==> src/ffba_pkg.sv <==
package ffba_pkg;

  localparam logic FUNC_ALLOC = 1'b0;
  localparam logic FUNC_FREE  = 1'b1;

  localparam logic [1:0] STATUS_OK      = 2'd0;
  localparam logic [1:0] STATUS_NOFIT   = 2'd1;
  localparam logic [1:0] STATUS_BADADDR = 2'd2;

  localparam int unsigned OFFSET_W = 10;
  localparam int unsigned MIN_SPLIT_BYTES = 16;

  typedef struct packed {
    logic wr_init;   // write the head entry after reset
    logic load_req;  // capture an input transfer
    logic rd_next;   // read the successor of the entry under test
    logic wr_hit;    // update the matching entry, latch result
    logic res_fail;  // latch a failure result
    logic wr_split;  // write the split-off entry
    logic push_out;  // move the result into the output register
  } ffba_cmd_t;

  typedef struct packed {
    logic hit;       // entry under test fits (alloc) or matches (free)
    logic last;      // entry under test ends the chain
    logic split;     // hit entry will be split
    logic out_free;  // output register can take a result this cycle
  } ffba_sts_t;

endpackage

==> src/ffba_ctrl.sv <==
module ffba_ctrl (
  input  logic                clk,
  input  logic                rst_n,
  input  logic                in_valid,
  output logic                in_stall,
  input  ffba_pkg::ffba_sts_t sts,
  output ffba_pkg::ffba_cmd_t cmd
);
  import ffba_pkg::*;

  typedef enum logic [4:0] {
    S_INIT  = 5'b00001,
    S_IDLE  = 5'b00010,
    S_CHECK = 5'b00100,
    S_SPLIT = 5'b01000,
    S_DONE  = 5'b10000
  } state_t;

  state_t state_r, state_nxt;

  always_ff @(posedge clk) begin
    if (!rst_n) begin
      state_r <= S_INIT;
    end else begin
      state_r <= state_nxt;
    end
  end

  assign in_stall = (state_r != S_IDLE);

  always_comb begin
    cmd       = '0;
    state_nxt = state_r;
    unique case (state_r)
      S_INIT: begin
        cmd.wr_init = 1'b1;
        state_nxt   = S_IDLE;
      end
      S_IDLE: begin
        if (in_valid) begin
          cmd.load_req = 1'b1;
          state_nxt    = S_CHECK;
        end
      end
      S_CHECK: begin
        if (sts.hit) begin
          cmd.wr_hit = 1'b1;
          state_nxt  = sts.split ? S_SPLIT : S_DONE;
        end else if (sts.last) begin
          cmd.res_fail = 1'b1;
          state_nxt    = S_DONE;
        end else begin
          cmd.rd_next = 1'b1;
        end
      end
      S_SPLIT: begin
        cmd.wr_split = 1'b1;
        state_nxt    = S_DONE;
      end
      S_DONE: begin
        if (sts.out_free) begin
          cmd.push_out = 1'b1;
          state_nxt    = S_IDLE;
        end
      end
      default: begin
        state_nxt = S_INIT;
      end
    endcase
  end

endmodule

==> src/ffba_datapath.sv <==
module ffba_datapath #(
  parameter int unsigned HEAP_BYTES  = 1024,
  parameter int unsigned ALIGN_BYTES = 16,
  parameter int unsigned MAX_BLOCKS  = 32
) (
  input  logic                clk,
  input  logic                rst_n,
  input  ffba_pkg::ffba_cmd_t cmd,
  output ffba_pkg::ffba_sts_t sts,
  input  logic                in_func,
  input  logic [9:0]          in_request_bytes,
  input  logic [9:0]          in_free_offset,
  output logic                out_valid,
  input  logic                out_stall,
  output logic [9:0]          out_data_offset,
  output logic [1:0]          out_status
);
  import ffba_pkg::*;

  localparam int unsigned IW  = (MAX_BLOCKS > 1) ? $clog2(MAX_BLOCKS) : 1;
  localparam int unsigned SW  = $clog2(MAX_BLOCKS + 1);
  localparam int unsigned HW  = $clog2(HEAP_BYTES + 1);
  localparam int unsigned AW  = (HW > OFFSET_W + 1) ? HW : OFFSET_W + 1;
  localparam int unsigned HDR = ((16 + ALIGN_BYTES - 1) / ALIGN_BYTES) * ALIGN_BYTES;

  localparam logic [AW-1:0] HDR_A       = AW'(HDR);
  localparam logic [AW-1:0] SPLIT_MIN   = AW'(HDR + MIN_SPLIT_BYTES);
  localparam logic [AW-1:0] HEAD_SIZE   = AW'(HEAP_BYTES - HDR);
  localparam logic [AW-1:0] OFFSET_MAX  = AW'((1 << OFFSET_W) - 1);
  localparam logic [AW-1:0] ALIGN_A     = AW'(ALIGN_BYTES);
  localparam logic [AW-1:0] ALIGN_M1    = AW'(ALIGN_BYTES - 1);
  localparam logic [SW-1:0] SLOTS       = SW'(MAX_BLOCKS);

  typedef struct packed {
    logic [AW-1:0] start;
    logic [AW-1:0] size;
    logic          busy;
    logic [IW-1:0] link;
  } entry_t;

  entry_t mem [MAX_BLOCKS];

  entry_t        rd_r;
  logic [IW-1:0] idx_r;
  logic [IW-1:0] raddr;

  logic          func_r;
  logic [AW-1:0] need_r;
  logic [9:0]    off_r;
  logic [SW-1:0] spare_r, spare_nxt;
  entry_t        split_r;
  logic [9:0]    res_offset_r;
  logic [1:0]    res_status_r;

  logic          out_valid_r, out_valid_nxt;
  logic [9:0]    out_data_offset_r;
  logic [1:0]    out_status_r;

  logic [AW-1:0] req_sum;
  logic [AW-1:0] need_in;
  logic [AW-1:0] base;
  logic [AW-1:0] rem;
  logic          fit, match, hit, do_split;

  logic          we;
  logic [IW-1:0] waddr;
  entry_t        wdata;
  entry_t        hit_entry;
  entry_t        tail_entry;

  assign req_sum = {{(AW - OFFSET_W){1'b0}}, in_request_bytes} + ALIGN_M1;
  assign need_in = AW'((req_sum / ALIGN_A) * ALIGN_A);

  assign base     = rd_r.start + HDR_A;
  assign rem      = rd_r.size - need_r;
  assign fit      = !rd_r.busy && (rd_r.size >= need_r);
  assign match    = (base[9:0] == off_r) && (base <= OFFSET_MAX);
  assign hit      = (func_r == FUNC_ALLOC) ? fit : match;
  assign do_split = (func_r == FUNC_ALLOC) && (rem >= SPLIT_MIN) && (spare_r < SLOTS);

  assign sts.hit      = hit;
  assign sts.last     = (rd_r.link == '0);
  assign sts.split    = do_split;
  assign sts.out_free = !out_valid_r || !out_stall;

  // head entry is always read outside of a walk, so it is already in rd_r when the first test starts
  assign raddr = cmd.rd_next ? rd_r.link : '0;

  always_ff @(posedge clk) begin
    rd_r  <= mem[raddr];
    idx_r <= raddr;
  end

  always_comb begin
    hit_entry = rd_r;
    if (func_r == FUNC_ALLOC) begin
      hit_entry.busy = 1'b1;
      if (do_split) begin
        hit_entry.size = need_r;
        hit_entry.link = spare_r[IW-1:0];
      end
    end else begin
      hit_entry.busy = 1'b0;
    end

    tail_entry.start = base + need_r;
    tail_entry.size  = rem - HDR_A;
    tail_entry.busy  = 1'b0;
    tail_entry.link  = rd_r.link;
  end

  always_comb begin
    we    = 1'b0;
    waddr = '0;
    wdata = '0;
    if (cmd.wr_init) begin
      we         = 1'b1;
      wdata.size = HEAD_SIZE;
    end else if (cmd.wr_hit) begin
      we    = 1'b1;
      waddr = idx_r;
      wdata = hit_entry;
    end else if (cmd.wr_split) begin
      we    = 1'b1;
      waddr = spare_r[IW-1:0];
      wdata = split_r;
    end
  end

  always_ff @(posedge clk) begin
    if (we) begin
      mem[waddr] <= wdata;
    end
  end

  assign spare_nxt = cmd.wr_split ? spare_r + SW'(1) : spare_r;

  always_ff @(posedge clk) begin
    if (!rst_n) begin
      spare_r <= SW'(1);
    end else begin
      spare_r <= spare_nxt;
    end
  end

  always_ff @(posedge clk) begin
    if (cmd.load_req) begin
      func_r <= in_func;
      need_r <= need_in;
      off_r  <= in_free_offset;
    end
    if (cmd.wr_hit) begin
      split_r      <= tail_entry;
      res_offset_r <= (func_r == FUNC_ALLOC) ? base[9:0] : 10'd0;
      res_status_r <= STATUS_OK;
    end else if (cmd.res_fail) begin
      res_offset_r <= 10'd0;
      res_status_r <= (func_r == FUNC_ALLOC) ? STATUS_NOFIT : STATUS_BADADDR;
    end
    if (cmd.push_out) begin
      out_data_offset_r <= res_offset_r;
      out_status_r      <= res_status_r;
    end
  end

  assign out_valid_nxt = cmd.push_out ? 1'b1 : (out_valid_r && out_stall);

  always_ff @(posedge clk) begin
    if (!rst_n) begin
      out_valid_r <= 1'b0;
    end else begin
      out_valid_r <= out_valid_nxt;
    end
  end

  assign out_valid       = out_valid_r;
  assign out_data_offset = out_data_offset_r;
  assign out_status      = out_status_r;

endmodule

==> src/first_fit_block_allocator_core.sv <==
// channel  direction  ports                                        transfer
// in       input      in_func, in_request_bytes, in_free_offset    in_valid & !in_stall
// out      output     out_data_offset, out_status                  out_valid & !out_stall
//
// An item walks n block entries (1..MAX_BLOCKS) in S_CHECK, then passes through S_SPLIT
// when an allocate splits its block, and S_DONE, where its result moves to the output
// register; only then is the next input transfer taken.
// The walk tests one entry per cycle through the single read port of the block table.
// After reset the head entry is written in S_INIT; in_stall is high meanwhile.
// The next item is taken while a result still waits under out_stall.
module first_fit_block_allocator_core #(
  parameter int unsigned HEAP_BYTES  = 1024,
  parameter int unsigned ALIGN_BYTES = 16,
  parameter int unsigned MAX_BLOCKS  = 32
) (
  input  logic       clk,
  input  logic       rst_n,
  input  logic       in_valid,
  output logic       in_stall,
  input  logic       in_func,
  input  logic [9:0] in_request_bytes,
  input  logic [9:0] in_free_offset,
  output logic       out_valid,
  input  logic       out_stall,
  output logic [9:0] out_data_offset,
  output logic [1:0] out_status
);
  import ffba_pkg::*;

  ffba_cmd_t cmd;
  ffba_sts_t sts;

  ffba_ctrl u_ctrl (
    .clk      (clk),
    .rst_n    (rst_n),
    .in_valid (in_valid),
    .in_stall (in_stall),
    .sts      (sts),
    .cmd      (cmd)
  );

  ffba_datapath #(
    .HEAP_BYTES  (HEAP_BYTES),
    .ALIGN_BYTES (ALIGN_BYTES),
    .MAX_BLOCKS  (MAX_BLOCKS)
  ) u_datapath (
    .clk              (clk),
    .rst_n            (rst_n),
    .cmd              (cmd),
    .sts              (sts),
    .in_func          (in_func),
    .in_request_bytes (in_request_bytes),
    .in_free_offset   (in_free_offset),
    .out_valid        (out_valid),
    .out_stall        (out_stall),
    .out_data_offset  (out_data_offset),
    .out_status       (out_status)
  );

endmodule
==> config.mk <==
export PLATFORM = sky130hd
export DESIGN_NAME = first_fit_block_allocator_core
export DESIGN_NICKNAME = d
export VERILOG_FILES = /design/src/ffba_pkg.sv /design/src/ffba_ctrl.sv /design/src/ffba_datapath.sv /design/src/first_fit_block_allocator_core.sv
export SDC_FILE = /design/constraint.sdc
export NUM_CORES = 1
export LEC_CHECK = 0
export BUFFER_PORTS_ARGS = -buffer_cell sky130_fd_sc_hd__buf_2
export CAP_MARGIN = 20
export CORE_UTILIZATION = 40
export CTS_CLUSTER_DIAMETER = 100
export DETAILED_ROUTE_END_ITERATION = 12
export GPL_TIMING_DRIVEN = 0
export PLACE_DENSITY_LB_ADDON = 0.12
export SETUP_SLACK_MARGIN = 0.5
export SYNTH_ARGS = -nofsm -noshare
export SYNTH_HDL_FRONTEND = slang
export SYNTH_HIERARCHICAL = 1
export SYNTH_SLANG_ARGS = --single-unit
==> constraint.sdc <==
create_clock -name clk -period 7.25 [get_ports clk]
set_input_delay 1.8125 -clock clk [delete_from_list [all_inputs] [get_ports clk]]
set_output_delay 1.8125 -clock clk [all_outputs]
set_load 0.05 [all_outputs]
# == Word level (Yosys, flattened, before mapping) ==
# Memory sizes are Yosys's and may differ from the RTL's. A register that Yosys moved wholly into a read port is not among the register bits.
# Index checks and enable logic that the tools add are counted.
# op_classes
addsub,6
order_cmp,4
n_eq_ne,10
n_mux,43
bitwise_logic,1
reduce_logical,12
# op_table
operator,n
two-way mux 28 bit,2
two-way mux 5 bit,11
two-way mux 11 bit,4
two-way mux 10 bit,3
case mux 5 bit (5 select lines),1
two-way mux 1 bit,19
adder 10 x 4 -> 11 bit (second input constant),1
adder 11 bit,1
adder 11 x 5 -> 11 bit (second input constant),1
>= comparator 11 bit,1
>= comparator 11 x 6 -> 1 bit (second input constant),1
<= comparator 11 x 10 -> 1 bit (second input constant),1
subtractor 11 bit,1
subtractor 11 x 5 -> 11 bit (second input constant),1
== test 10 bit,1
adder 6 x 1 -> 6 bit (second input constant),1
< comparator 6 bit (second input constant),1
two-way mux 6 bit,1
== test 5 x 1 -> 1 bit (second input constant),1
== test 5 x 2 -> 1 bit (second input constant),1
== test 5 x 3 -> 1 bit (second input constant),1
== test 5 x 4 -> 1 bit (second input constant),1
== test 5 bit (second input constant),1
logical AND 1 bit,5
11 further kinds,14
# word_totals
register_bits,86
ramBits,896
in_bits,25
out_inout_bits,14
mem_count,1
# mem_list
memory,words,width,rd,rd_ports_with_merged_regs,wr,line,source
u_datapath.mem,32,28,1,1,1,ffba_datapath.sv:41,entry_t mem [MAX_BLOCKS];

# == Logic depth before layout (Yosys ltp) ==
# Gate-level depths: netlist of the first run.
# logic_depth
ltp_word,10
depth_mapped,23

# == Hierarchy ==
# The synthesis of the first run kept the hierarchy.
# by_module_without_submodules
module,n_inst,cells_each,area_each_um2
ffba_datapath,1,2304,39874.5
ffba_ctrl,1,43,360.3

# == Least setup slack after synthesis of the first run ==
# OpenSTA, ideal clock, no wires.
# synth_path
path_kind,register -> register
startpoint,reg u_datapath/hit_entry[21] (netlist name)
endpoint,mem u_datapath/mem[0][1] in the netlist's numbering (data pin)
setup_time_ps,467
arrival_ps,5325
required_ps,6783
slack_ps,1457
stages_incl_launch_ff,17
path_buffers,5
synth_period_minus_slack_ps,5793
path_cell_list,dfxtp_1 clkbuf_1 inv_1 ha_1 xor2_1 nand4_1 nor4_1 nand3_1 or4_1 o31ai_1 buf_4 and3_1 clkbuf_1 clkbuf_1 clkbuf_1 nor2_1 a211oi_1
# synth_lines
item,line
end: declaration,ffba_datapath.sv:41

==> results.json, run 1 <==
{
  "reg2reg_depth": 18,
  "drv_cap": 0,
  "syn_to_final_growth_pct": 17.0,
  "grt_pass1_vias": 22418,
  "die_y_microns": 319,
  "cp_cell_sequence": "clkbuf_1 > inv_1 > ha_1 > xor2_1 > nand4_1 > nor4_1 > nand3_1 > or4_1 > o31ai_1 > buf_4 > and3_4 > clkbuf_1 > clkbuf_1 > clkbuf_1 > nand2_1 > o211ai_1 > buf_4 > buf_4",
  "syn_nets": 2392,
  "syn-instance-count": 2347,
  "power_switching_mw": 3.22,
  "worst-setup-path-type": "flip-flop to flip-flop",
  "cp-end-kind": "flip-flop",
  "switching_share": 0.240,
  "async_reset_ff_frac": 0,
  "cts_tree": "yes",
  "synth-seq-area-share": 0.742,
  "crit_arrival_ns": 6.89,
  "grt_use_total": 0.219,
  "synth_area_leaders": "edfxtp_1 72%, mux4_2 6.3%, mux2i_1 6.0%, dfxtp_1 2.3%, nand2_1 2.2%",
  "finish.utilization": 0.476,
  "slowest_delay_ns": 0.70,
  "power_frac_clock": 0.394,
  "crit_top_cell": "clkbuf_1",
  "r2r-end": "u_datapath/mem[20][14]$_DFFE_PP_",
  "crit_fanout": 28,
  "fin_nets": 2605,
  "status": "completed",
  "fin_crit_sh": 0.880,
  "ys_types": 63,
  "dr.pass1.iters": 7,
  "fin_cells": 3935,
  "drt_iter0_markers": 1887,
  "clock_latency_ns": 0.69,
  "num_vias": 21907,
  "combPwrFrac": 0.111,
  "setup_violations": 0,
  "report.power.total_mw": 13.4,
  "endpoint": "u_datapath/mem[20][14]$_DFFE_PP_",
  "min_path_cells": 0,
  "io_buffers": 38,
  "drt-total-wl_mm": 111,
  "synth_top_area_frac": 0.719,
  "hp-class": "flip-flop to flip-flop",
  "placed_cell_area_sq_um": 43700,
  "peakVddDrop_v": 0.000173,
  "rsz0062_at_grt": "false",
  "gp_congestion": 0.845,
  "synthSimpleGateAreaFrac": 0.0531,
  "fp.dieW_microns": 319,
  "stdcell_area_sq_um": 47100,
  "grt_max_degree": 33,
  "n_fill_cell": 8357,
  "final_max_slew_viol_count": 0,
  "worstSetupStartpointType": "flip-flop",
  "via_per_inst": 5.57,
  "syn_area_per_cell_sq_um": 17.1,
  "grt_antenna_before_repair": 2,
  "initial_utilization": 0.406,
  "drcViolationCount": 0,
  "finalHoldViolCount": 0,
  "power.density_nw_per_um2": 284,
  "synthFlopType": "edfxtp_1",
  "dp_cells": 3738,
  "synth.yosys.warnings": 6,
  "drtAntennaViolNets": 0,
  "ys_ff_latch": 1010,
  "rrSetupSlack_ns": 0.87,
  "rows": 115,
  "layout-drive-gt1-share": 0.183,
  "synth-xor-area-share": 0.00827,
  "grt_pass1_wl_mm": 159,
  "synth.area.mux_share": 0.123,
  "p_leak_nw": 15.2,
  "critPathLaunch": "u_datapath/hit_entry[21]$_DFF_P_",
  "routedWlPerCell_microns": 28.2,
  "clock-sinks": 1010,
  "pwr-share-seq": 0.495,
  "clockBufferDepth": 3,
  "htreeDepth": 3,
  "worst_pin_slew_ns": 1.16,
  "numCtsBuffers": 106,
  "clkTransAtPathRegs_ns": 0.06,
  "overflow": 0,
  "slew_headroom": 0.230,
  "finalSetupTns_ns": 0,
  "synth-compound-area-share": 0.0487,
  "core_area_sq_um": 99000,
  "synth-edff-count": 963,
  "synth_area_leader_cell": "edfxtp_1",
  "syn-cell-area_sq_um": 40200,
  "slowest_stage": "o211ai_1",
  "cp.required_ns": 7.76,
  "reg2reg_from": "u_datapath/hit_entry[21]$_DFF_P_",
  "synth_top_family_by_area": "multiplexers",
  "synth_common_cells": "963 x edfxtp_1, 242 x mux2i_1, 233 x nand2_1, 112 x mux4_2, 112 x o22ai_1",
  "fin_skew_ns": 0.0361,
  "yosysMostFrequentCell": "edfxtp_1",
  "intPower_mw": 10.2,
  "hpwlAfterDp_mm": 76.7,
  "max_freq_ghz": 0.157,
  "top_level_ports": 39,
  "fin_crit_ns": 6.38,
  "cts-root-buf": "clkbuf_16",
  "die-area_sq_um": 102000,
  "synthAdderAreaFrac": 0.00659
}
==> flip-flops by register name, indices dropped and copies added, names as in the netlist <==
name	cells
u_datapath/mem	896
u_datapath/split_r	27
u_datapath/rd_r	17
u_datapath/hit_entry	11
u_datapath/off_r	10
u_datapath/out_data_offset	10
u_datapath/res_offset_r	10
u_datapath/need_r	7
u_datapath/spare_r	6
u_ctrl/state_r	5
u_datapath/idx_r	5
u_datapath/out_status	2
u_datapath/res_status_r	2
u_datapath/func_r	1
u_datapath/out_valid	1
==> metal layers <==
metal  track usage  wire length [microns]
met5             0                      0
met4        0.0639                   3000
met3        0.0353                   6250
met2         0.369                  54700
met1         0.293                  47200
==> layout by cell type, fill, tap and decap left out, types with 7 or more instances in the layout <==
master / n
nor3_1: 7
a21oi_1: 19
xnor2_1: 23
mux4_2: 112
nor2_1: 33
dfxtp_1: 47
bufinv_16: 9
nor2b_1: 64
ha_1: 18
buf_8: 21
nand2_1: 233
buf_6: 9
clkbuf_16: 109
nor2_4: 32
buf_12: 18
buf_4: 7
buf_16: 18
mux2i_1: 242
nor2_2: 13
nand3_1: 17
clkbuf_1: 103
buf_2: 85
nand2b_1: 8
inv_1: 27
clkinv_2: 18
buf_1: 9
a211oi_1: 57
a31oi_1: 58
o22ai_1: 112
and2_1: 10
xor2_1: 15
clkinv_1: 26
o21ai_0: 9
edfxtp_1: 963
==> power groups by stage <==
stage	registers, mW	clock network (mW)	logic, mW
3_3_place_gp	6.75	0	1.39
4_1_cts	6.62	5.39	1.49
2_1_floorplan	6.71	0	0.934
6_report	6.62	5.28	1.48
3_5_place_dp	6.74	0	1.48
5_1_grt	6.62	5.62	1.58
==> final cells by class <==
cell class / count / area (sq um) / share of cell area
multi-input cells: 1167 / 10000 / 0.213
well taps: 1287 / 1610 / 0.0342
flip-flops and latches: 1010 / 29900 / 0.634
diodes: 2 / 5.00 / 0.000106
plain buffers: 141 / 626 / 0.0133
inverters: 29 / 109 / 0.00231
repair buffers: 105 / 1460 / 0.0309
clock inverters: 58 / 528 / 0.0112
clock buffers: 136 / 2860 / 0.0607
==> stage by stage <==
| stage | hold slack, ns | worst slack (ns) |
|---|---|---|
| after detailed placement | 0.405 | 0.708 |
| final | 0.420 | 0.871 |
| after floorplan | 0.400 | 1.46 |
| after CTS | 0.425 | 0.702 |
| after global routing | 0.441 | 0.584 |
| after global placement | 0.408 | -1.60 |
==> repair_timing <==
item	in CTS	in global routing
resized for setup	0	1
buffers inserted	0	0
hold buffers	0	0
endpoints found under the setup margin	0	268
==> worst min path at each step <==
stage                                             startpoint                                      end  slack [ns]
floorplan           u_datapath/res_offset_r[0]$_SDFFCE_PP0P_  u_datapath/out_data_offset[0]$_DFFE_PP_        0.40
global placement    u_datapath/res_offset_r[0]$_SDFFCE_PP0P_  u_datapath/out_data_offset[0]$_DFFE_PP_        0.41
detailed placement  u_datapath/res_offset_r[6]$_SDFFCE_PP0P_  u_datapath/out_data_offset[6]$_DFFE_PP_        0.40
CTS                 u_datapath/res_offset_r[5]$_SDFFCE_PP0P_  u_datapath/out_data_offset[5]$_DFFE_PP_        0.42
global route        u_datapath/res_offset_r[5]$_SDFFCE_PP0P_  u_datapath/out_data_offset[5]$_DFFE_PP_        0.44
finish              u_datapath/res_offset_r[5]$_SDFFCE_PP0P_  u_datapath/out_data_offset[5]$_DFFE_PP_        0.42
==> cell families after synthesis <==
| kind of cell | after synthesis |
|---|---|
| xor gates and xnor gates | 38 |
| DFF | 1010 |
| muxes | 354 |
| buffers and inverters | 170 |
| and+or+nand+nor | 460 |
| AOI/OAI and AO/OA | 295 |
| adders and majority gates | 20 |
==> critical path: cells and delay by family (launching register included) <==
family | cells | cell delay [ns]
flops | 1 | 0.39
buf+inv | 8 | 2.92
fa+ha+maj | 1 | 0.37
compound gates | 2 | 0.82
simple gates | 6 | 1.48
xor+xnor | 1 | 0.17
(Power assumes the default switching activity.)
==> inputs of run 2 (changes only) <==
Settings changed: CAP_MARGIN 20 to not set, PLACE_DENSITY set to 0.53, PLACE_DENSITY_LB_ADDON 0.12 to not set.
==> run 2 against run 1 <==
Compared with the run above:
- cell area barely moved
- combinational power barely moved
- via count is 1.9% higher
- critical path depth fell by 1
- total power rose by 0.22%
- count of clock-buffer cells in the layout increased by 3
- clock power barely moved
- critical path type unchanged
- hold slack worse by 0.0067 ns
==> results.json, run 2 (synthesis gave the netlist of run 1 again) <==
{
  "finalSetupTns_ns": 0,
  "cp-end-kind": "flip-flop",
  "die-area_sq_um": 102000,
  "cp.buffers_inverters": 7,
  "initial_utilization": 0.406,
  "cts_tree": "yes",
  "min_path_cells": 0,
  "clkTransAtPathRegs_ns": 0.06,
  "crit_top_cell": "clkbuf_1",
  "regMostFlops": "u_datapath/mem",
  "io_buffers": 38,
  "grt_use_total": 0.221,
  "cp_cell_sequence": "clkbuf_1 > inv_1 > ha_1 > xor2_1 > nand4_1 > nor4_1 > nand3_1 > or4_1 > o31ai_1 > buf_4 > and3_2 > clkbuf_1 > clkbuf_1 > o21bai_2 > clkbuf_1 > nor2_2 > buf_8",
  "core_area_sq_um": 99000,
  "worst_pin_slew_ns": 1.27,
  "cp.required_ns": 7.76,
  "slowest_stage": "and3_2",
  "numCtsBuffers": 105,
  "crit_fanout": 28,
  "cts-root-buf": "clkbuf_16",
  "top_regs": "u_datapath/mem (896), u_datapath/split_r (27), u_datapath/rd_r (17)",
  "peakVddDrop_v": 0.000204,
  "rsz0062_at_grt": "true",
  "final_max_slew_viol_count": 0,
  "drt_iter0_markers": 2155,
  "rows": 115,
  "grt_pass1_vias": 22539,
  "largest_register_ffs": 896,
  "drt-total-wl_mm": 113,
  "crit_cells": 17,
  "via_per_inst": 5.67,
  "grt_pass1_wl_mm": 160,
  "dpl_worst_slack_ns": 0.642,
  "dr.pass1.iters": 5,
  "slew_headroom": 0.154,
  "slowest_delay_ns": 0.70,
  "fin_crit_ns": 6.45,
  "final_cell_mix": "963 x edfxtp_1, 242 x mux2i_1, 233 x nand2_1, 112 x o22ai_1, 112 x mux4_2",
  "routedWlPerCell_microns": 28.7,
  "overflow": 0,
  "fin_skew_ns": 0.0541,
  "clockBufferDepth": 3,
  "htreeDepth": 3,
  "worst_slack_ns": 0.803,
  "fp.dieW_microns": 319,
  "die_y_microns": 319,
  "fin_crit_sh": 0.889,
  "cp_top_family": "buffers and inverters",
  "top_level_ports": 39,
  "hp-class": "flip-flop to flip-flop",
  "crit_arrival_ns": 6.96,
  "reg2reg_depth": 17,
  "power.density_nw_per_um2": 285,
  "num_vias": 22314,
  "clock-sinks": 1010,
  "max_freq_ghz": 0.155,
  "worstSetupStartpointType": "flip-flop",
  "clock_latency_ns": 0.70,
  "drcViolationCount": 0,
  "syn_to_final_growth_pct": 17.0,
  "grt_antenna_before_repair": 2,
  "grt_max_degree": 33,
  "worst-setup-path-type": "flip-flop to flip-flop",
  "drtAntennaViolNets": 0,
  "status": "completed",
  "finalHoldViolCount": 0,
  "layout-drive-gt1-share": 0.183,
  "ctsHoldBuffers": 0,
  "fin_nets": 2609,
  "final_common_cell": "edfxtp_1",
  "hpwlAfterDp_mm": 76.6,
  "finish.utilization": 0.476,
  "gp_congestion": 0.864,
  "drv_cap": 0,
  "p_leak_nw": 15.2,
  "setup_violations": 0,
  "n_fill_cell": 8398
}
-- run 2: report_power, final --
group	internal (mW)	total [mW]	switching (mW)
Clock	3.08	5.29	2.21
Combinational	0.523	1.51	0.983
Sequential	6.54	6.61	0.0690
-- run 2: path summary, 6_finish.rpt --
path	slack, ns	start	endpoint
max reg2reg	0.80	u_datapath/hit_entry[21]$_DFF_P_	u_datapath/mem[26][25]$_DFFE_PP_
max	0.80	u_datapath/hit_entry[21]$_DFF_P_	u_datapath/mem[26][25]$_DFFE_PP_
min reg2reg	0.41	u_datapath/res_offset_r[7]$_SDFFCE_PP0P_	u_datapath/out_data_offset[7]$_DFFE_PP_
min	0.41	u_datapath/res_offset_r[7]$_SDFFCE_PP0P_	u_datapath/out_data_offset[7]$_DFFE_PP_
-- run 2: what timing repair did --
| item | 4_1_cts | 5_1_grt |
|---|---|---|
| setup endpoints to repair | 0 | 187 |
| buffers inserted | 0 | 5 |
| gates resized for setup | 0 | 5 |
-- run 2: area by class of cell --
cell class	count	area, sq um	share of cell area
Multi-Input combinational cell	1167	10000	0.213
Sequential cell	1010	29900	0.634
Tap cell	1287	1610	0.0342
Clock buffer	139	2820	0.0598
Buffer	141	627	0.0133
Antenna cell	1	2.50	0.0000531
Timing Repair Buffer	110	1500	0.0319
Inverter	29	109	0.00231
Clock inverter	49	539	0.0115
-- run 2: through the flow --
stage | cell area, sq um | power [mW] | instances | hold WS (ns)
2_1_floorplan | 40200 | 7.64 | 2347 | 0.400
3_3_place_gp | 42000 | 8.17 | 3672 | 0.408
3_5_place_dp | 43700 | 8.23 | 3739 | 0.405
4_1_cts | 47000 | 13.5 | 3927 | 0.414
5_1_grt | 47100 | 13.8 | 3932 | 0.421
6_report | 47100 | 13.4 | 3933 | 0.414
-- run 2: per-layer routing --
| layer | global-route usage | up-vias | part of all wire |
|---|---|---|---|
| met3 | 0.0279 | 197 | 0.061 |
| met4 | 0.0707 | 0 | 0.032 |
| met5 | 0 | - | 0 |
| met2 | 0.368 | 836 | 0.48 |
| met1 | 0.300 | 11621 | 0.42 |
| li1 | - | 9660 | - |
-- run 2: worst register-to-register path, delay by kind of cell, from the launching register on --
family / cells / cell delay, ns
XOR/XNOR: 1 / 0.19
flip-flops: 1 / 0.36
buffers and inverters: 7 / 2.52
AND/OR/NAND/NOR: 6 / 2.28
adder cells (fa/ha/maj): 1 / 0.39
AO/OA/AOI/OAI: 2 / 0.55
==> inputs of run 3 (changes only) <==
--- a/config.mk
+++ b/config.mk
@@ -7,3 +7,3 @@
 export LEC_CHECK = 0
-export BUFFER_PORTS_ARGS = -buffer_cell sky130_fd_sc_hd__buf_2
+export BUFFER_PORTS_ARGS = -buffer_cell sky130_fd_sc_hd__buf_4
 export CORE_UTILIZATION = 40
==> constraint.sdc (replaced) <==
create_clock -name clk -period 7.25 [get_ports clk]
set_input_delay 0.725 -clock clk [delete_from_list [all_inputs] [get_ports clk]]
set_output_delay 0.725 -clock clk [all_outputs]
set_load 0.05 [all_outputs]
==> run 3 against run 2 <==
Compared with the run above:
- sequential share of layout area shrank 0.17 points
- routed wire length shrank 2.8%
- total power grew 1.1%
- first-iteration DRC count shrank 4.1%
- utilization grew 0.13 points
- critical path type unchanged
- critical endpoint is now u_datapath/mem[21][9]$_DFFE_PP_
- largest cell class unchanged
==> results.json, run 3 (synthesis gave the netlist of run 1 again) <==
{
  "grt_util_met2": 0.371,
  "largest_register_ffs": 896,
  "grt_pass1_wl_mm": 157,
  "die_y_microns": 319,
  "top_level_ports": 39,
  "finish.utilization": 0.477,
  "power_frac_clock": 0.402,
  "grt_use_total": 0.216,
  "cp.required_ns": 7.78,
  "clock-sinks": 1010,
  "r2r-end": "u_datapath/mem[21][9]$_DFFE_PP_",
  "fp.dieW_microns": 319,
  "hp-class": "input port to flip-flop",
  "dr.pass1.iters": 5,
  "die-area_sq_um": 102000,
  "clock_latency_ns": 0.69,
  "cts_tree": "yes",
  "drt_iter0_markers": 2067,
  "setup_violations": 0,
  "fin_crit_sh": 0.877,
  "combPwrFrac": 0.110,
  "min_to": "u_datapath/off_r[2]$_DFFE_PP_",
  "fin_cells": 3939,
  "rsz0062_at_grt": "true",
  "fin_crit_ns": 6.36,
  "cp-end-kind": "flip-flop",
  "num_vias": 22018,
  "worst_pin_slew_ns": 1.36,
  "initial_utilization": 0.406,
  "drt-total-wl_mm": 110,
  "dp_cells": 3739,
  "rows": 115,
  "grt_max_degree": 33,
  "power_switching_mw": 3.28,
  "status": "completed",
  "intPower_mw": 10.3,
  "fin_skew_ns": 0.0519,
  "core_area_sq_um": 99000,
  "grtUsageMet3": 0.0344,
  "grt_antenna_before_repair": 0,
  "drcViolationCount": 0,
  "drv_cap": 0,
  "final_cell_mix": "963 x edfxtp_1, 242 x mux2i_1, 233 x nand2_1, 112 x o22ai_1, 112 x mux4_2",
  "cts-root-buf": "clkbuf_16",
  "worstSetupStartpointType": "flip-flop",
  "grt_pass1_vias": 22282,
  "switching_share": 0.242,
  "min_path_cells": 1,
  "reg2reg_depth": 17,
  "worst-setup-path-type": "flip-flop to flip-flop",
  "routedWlPerCell_microns": 27.8,
  "regMostFlops": "u_datapath/mem",
  "worstHoldStart": "in_free_offset[2]",
  "rrSetupSlack_ns": 0.89,
  "use_met1": 0.283,
  "htreeDepth": 3,
  "fin_nets": 2604,
  "p_leak_nw": 15.3,
  "reg2reg_from": "u_datapath/hit_entry[21]$_DFF_P_",
  "overflow": 0,
  "hpwlAfterDp_mm": 75.4,
  "peakVddDrop_v": 0.000185,
  "max_freq_ghz": 0.157,
  "crit_arrival_ns": 6.89,
  "gp_congestion": 0.867,
  "slew_headroom": 0.0948,
  "via_per_inst": 5.59,
  "ctsHoldBuffers": 0,
  "top_regs": "u_datapath/mem (896), u_datapath/split_r (27), u_datapath/rd_r (17)",
  "layout-drive-gt1-share": 0.188,
  "clkTransAtPathRegs_ns": 0.06,
  "final_common_cell": "edfxtp_1",
  "syn_to_final_growth_pct": 17.3,
  "io_buffers": 38,
  "crit_fanout": 28,
  "clockBufferDepth": 3,
  "numCtsBuffers": 105,
  "drtAntennaViolNets": 0,
  "pwr-share-seq": 0.488,
  "grt-busiest-layer": "met2",
  "final_max_slew_viol_count": 0,
  "power.density_nw_per_um2": 287,
  "finalHoldViolCount": 0
}
==> run 3: worst max-delay path by stage <==
stage,startpoint,endpoint,slack (ns),depth (start not counted)
final,u_datapath/hit_entry[21]$_DFF_P_,u_datapath/mem[21][9]$_DFFE_PP_,0.89,17
after global routing,u_datapath/hit_entry[21]$_DFF_P_,u_datapath/mem[21][9]$_DFFE_PP_,0.45,17
after CTS,u_datapath/hit_entry[21]$_DFF_P_,u_datapath/mem[18][15]$_DFFE_PP_,0.82,18
after detailed placement,u_datapath/hit_entry[21]$_DFF_P_,u_datapath/mem[29][15]$_DFFE_PP_,0.81,18
after global placement,u_datapath/hit_entry[21]$_DFF_P_,u_datapath/mem[30][2]$_DFFE_PP_,-2.06,16
after floorplan,u_datapath/hit_entry[21]$_DFF_P_,u_datapath/mem[0][1]$_DFFE_PP_,1.46,16
==> run 3: final cells by class <==
class                           count  area [sq um]
Clock buffer                      139          2820
Tap cell                         1287          1610
Buffer                            141           627
Inverter                           29           109
Antenna cell                        1          2.50
Sequential cell                  1010         29900
Clock inverter                     60           714
Timing Repair Buffer              105          1460
Fill cell                        8282         51800
Multi-Input combinational cell   1167         10000
==> run 3: routing by layer <==
| layer | part of all wire | up-vias |
|---|---|---|
| met1 | 0.41 | 11421 |
| met4 | 0.024 | 0 |
| li1 | - | 9669 |
| met2 | 0.50 | 754 |
| met5 | 0 | - |
| met3 | 0.064 | 174 |
==> run 3: what timing repair did <==
action / in CTS / in global routing
setup buffers: 0 / 0
endpoints found under the setup margin: 0 / 71
resized for setup: 0 / 4
==> run 3: power groups by stage <==
stage	clock [mW]	combinational, mW	sequential [mW]
2_1_floorplan	0	0.934	6.71
5_1_grt	5.78	1.59	6.62
4_1_cts	5.55	1.50	6.61
3_3_place_gp	0	1.40	6.75
6_report	5.46	1.49	6.61
3_5_place_dp	0	1.49	6.74
==> run 3: worst max-delay path: stages (launching register included) <==
cell      delay, ns
dfxtp_1        0.35
clkbuf_1       0.34
inv_1          0.12
ha_1           0.38
xor2_1         0.20
nand4_1        0.11
nor4_1         0.22
nand3_1        0.10
or4_1          0.42
o31ai_1        0.09
buf_4          0.18
and3_2         0.70
clkbuf_1       0.41
clkbuf_1       0.54
o21bai_2       0.42
clkbuf_1       0.56
a21oi_2        0.78
buf_8          0.26
==> run 3: stage by stage <==
step	area (sq um)	hold slack [ns]	TNS (ns)	total power, mW	setup slack, ns
final	47200	0.242	0	13.6	0.889
after global routing	47200	0.218	0	14.0	0.451
after CTS	47200	0.207	0	13.7	0.818
after detailed placement	43700	0.407	0	8.23	0.814
after global placement	42100	0.406	-1313.00	8.15	-2.06
after floorplan	40200	0.400	0	7.64	1.46
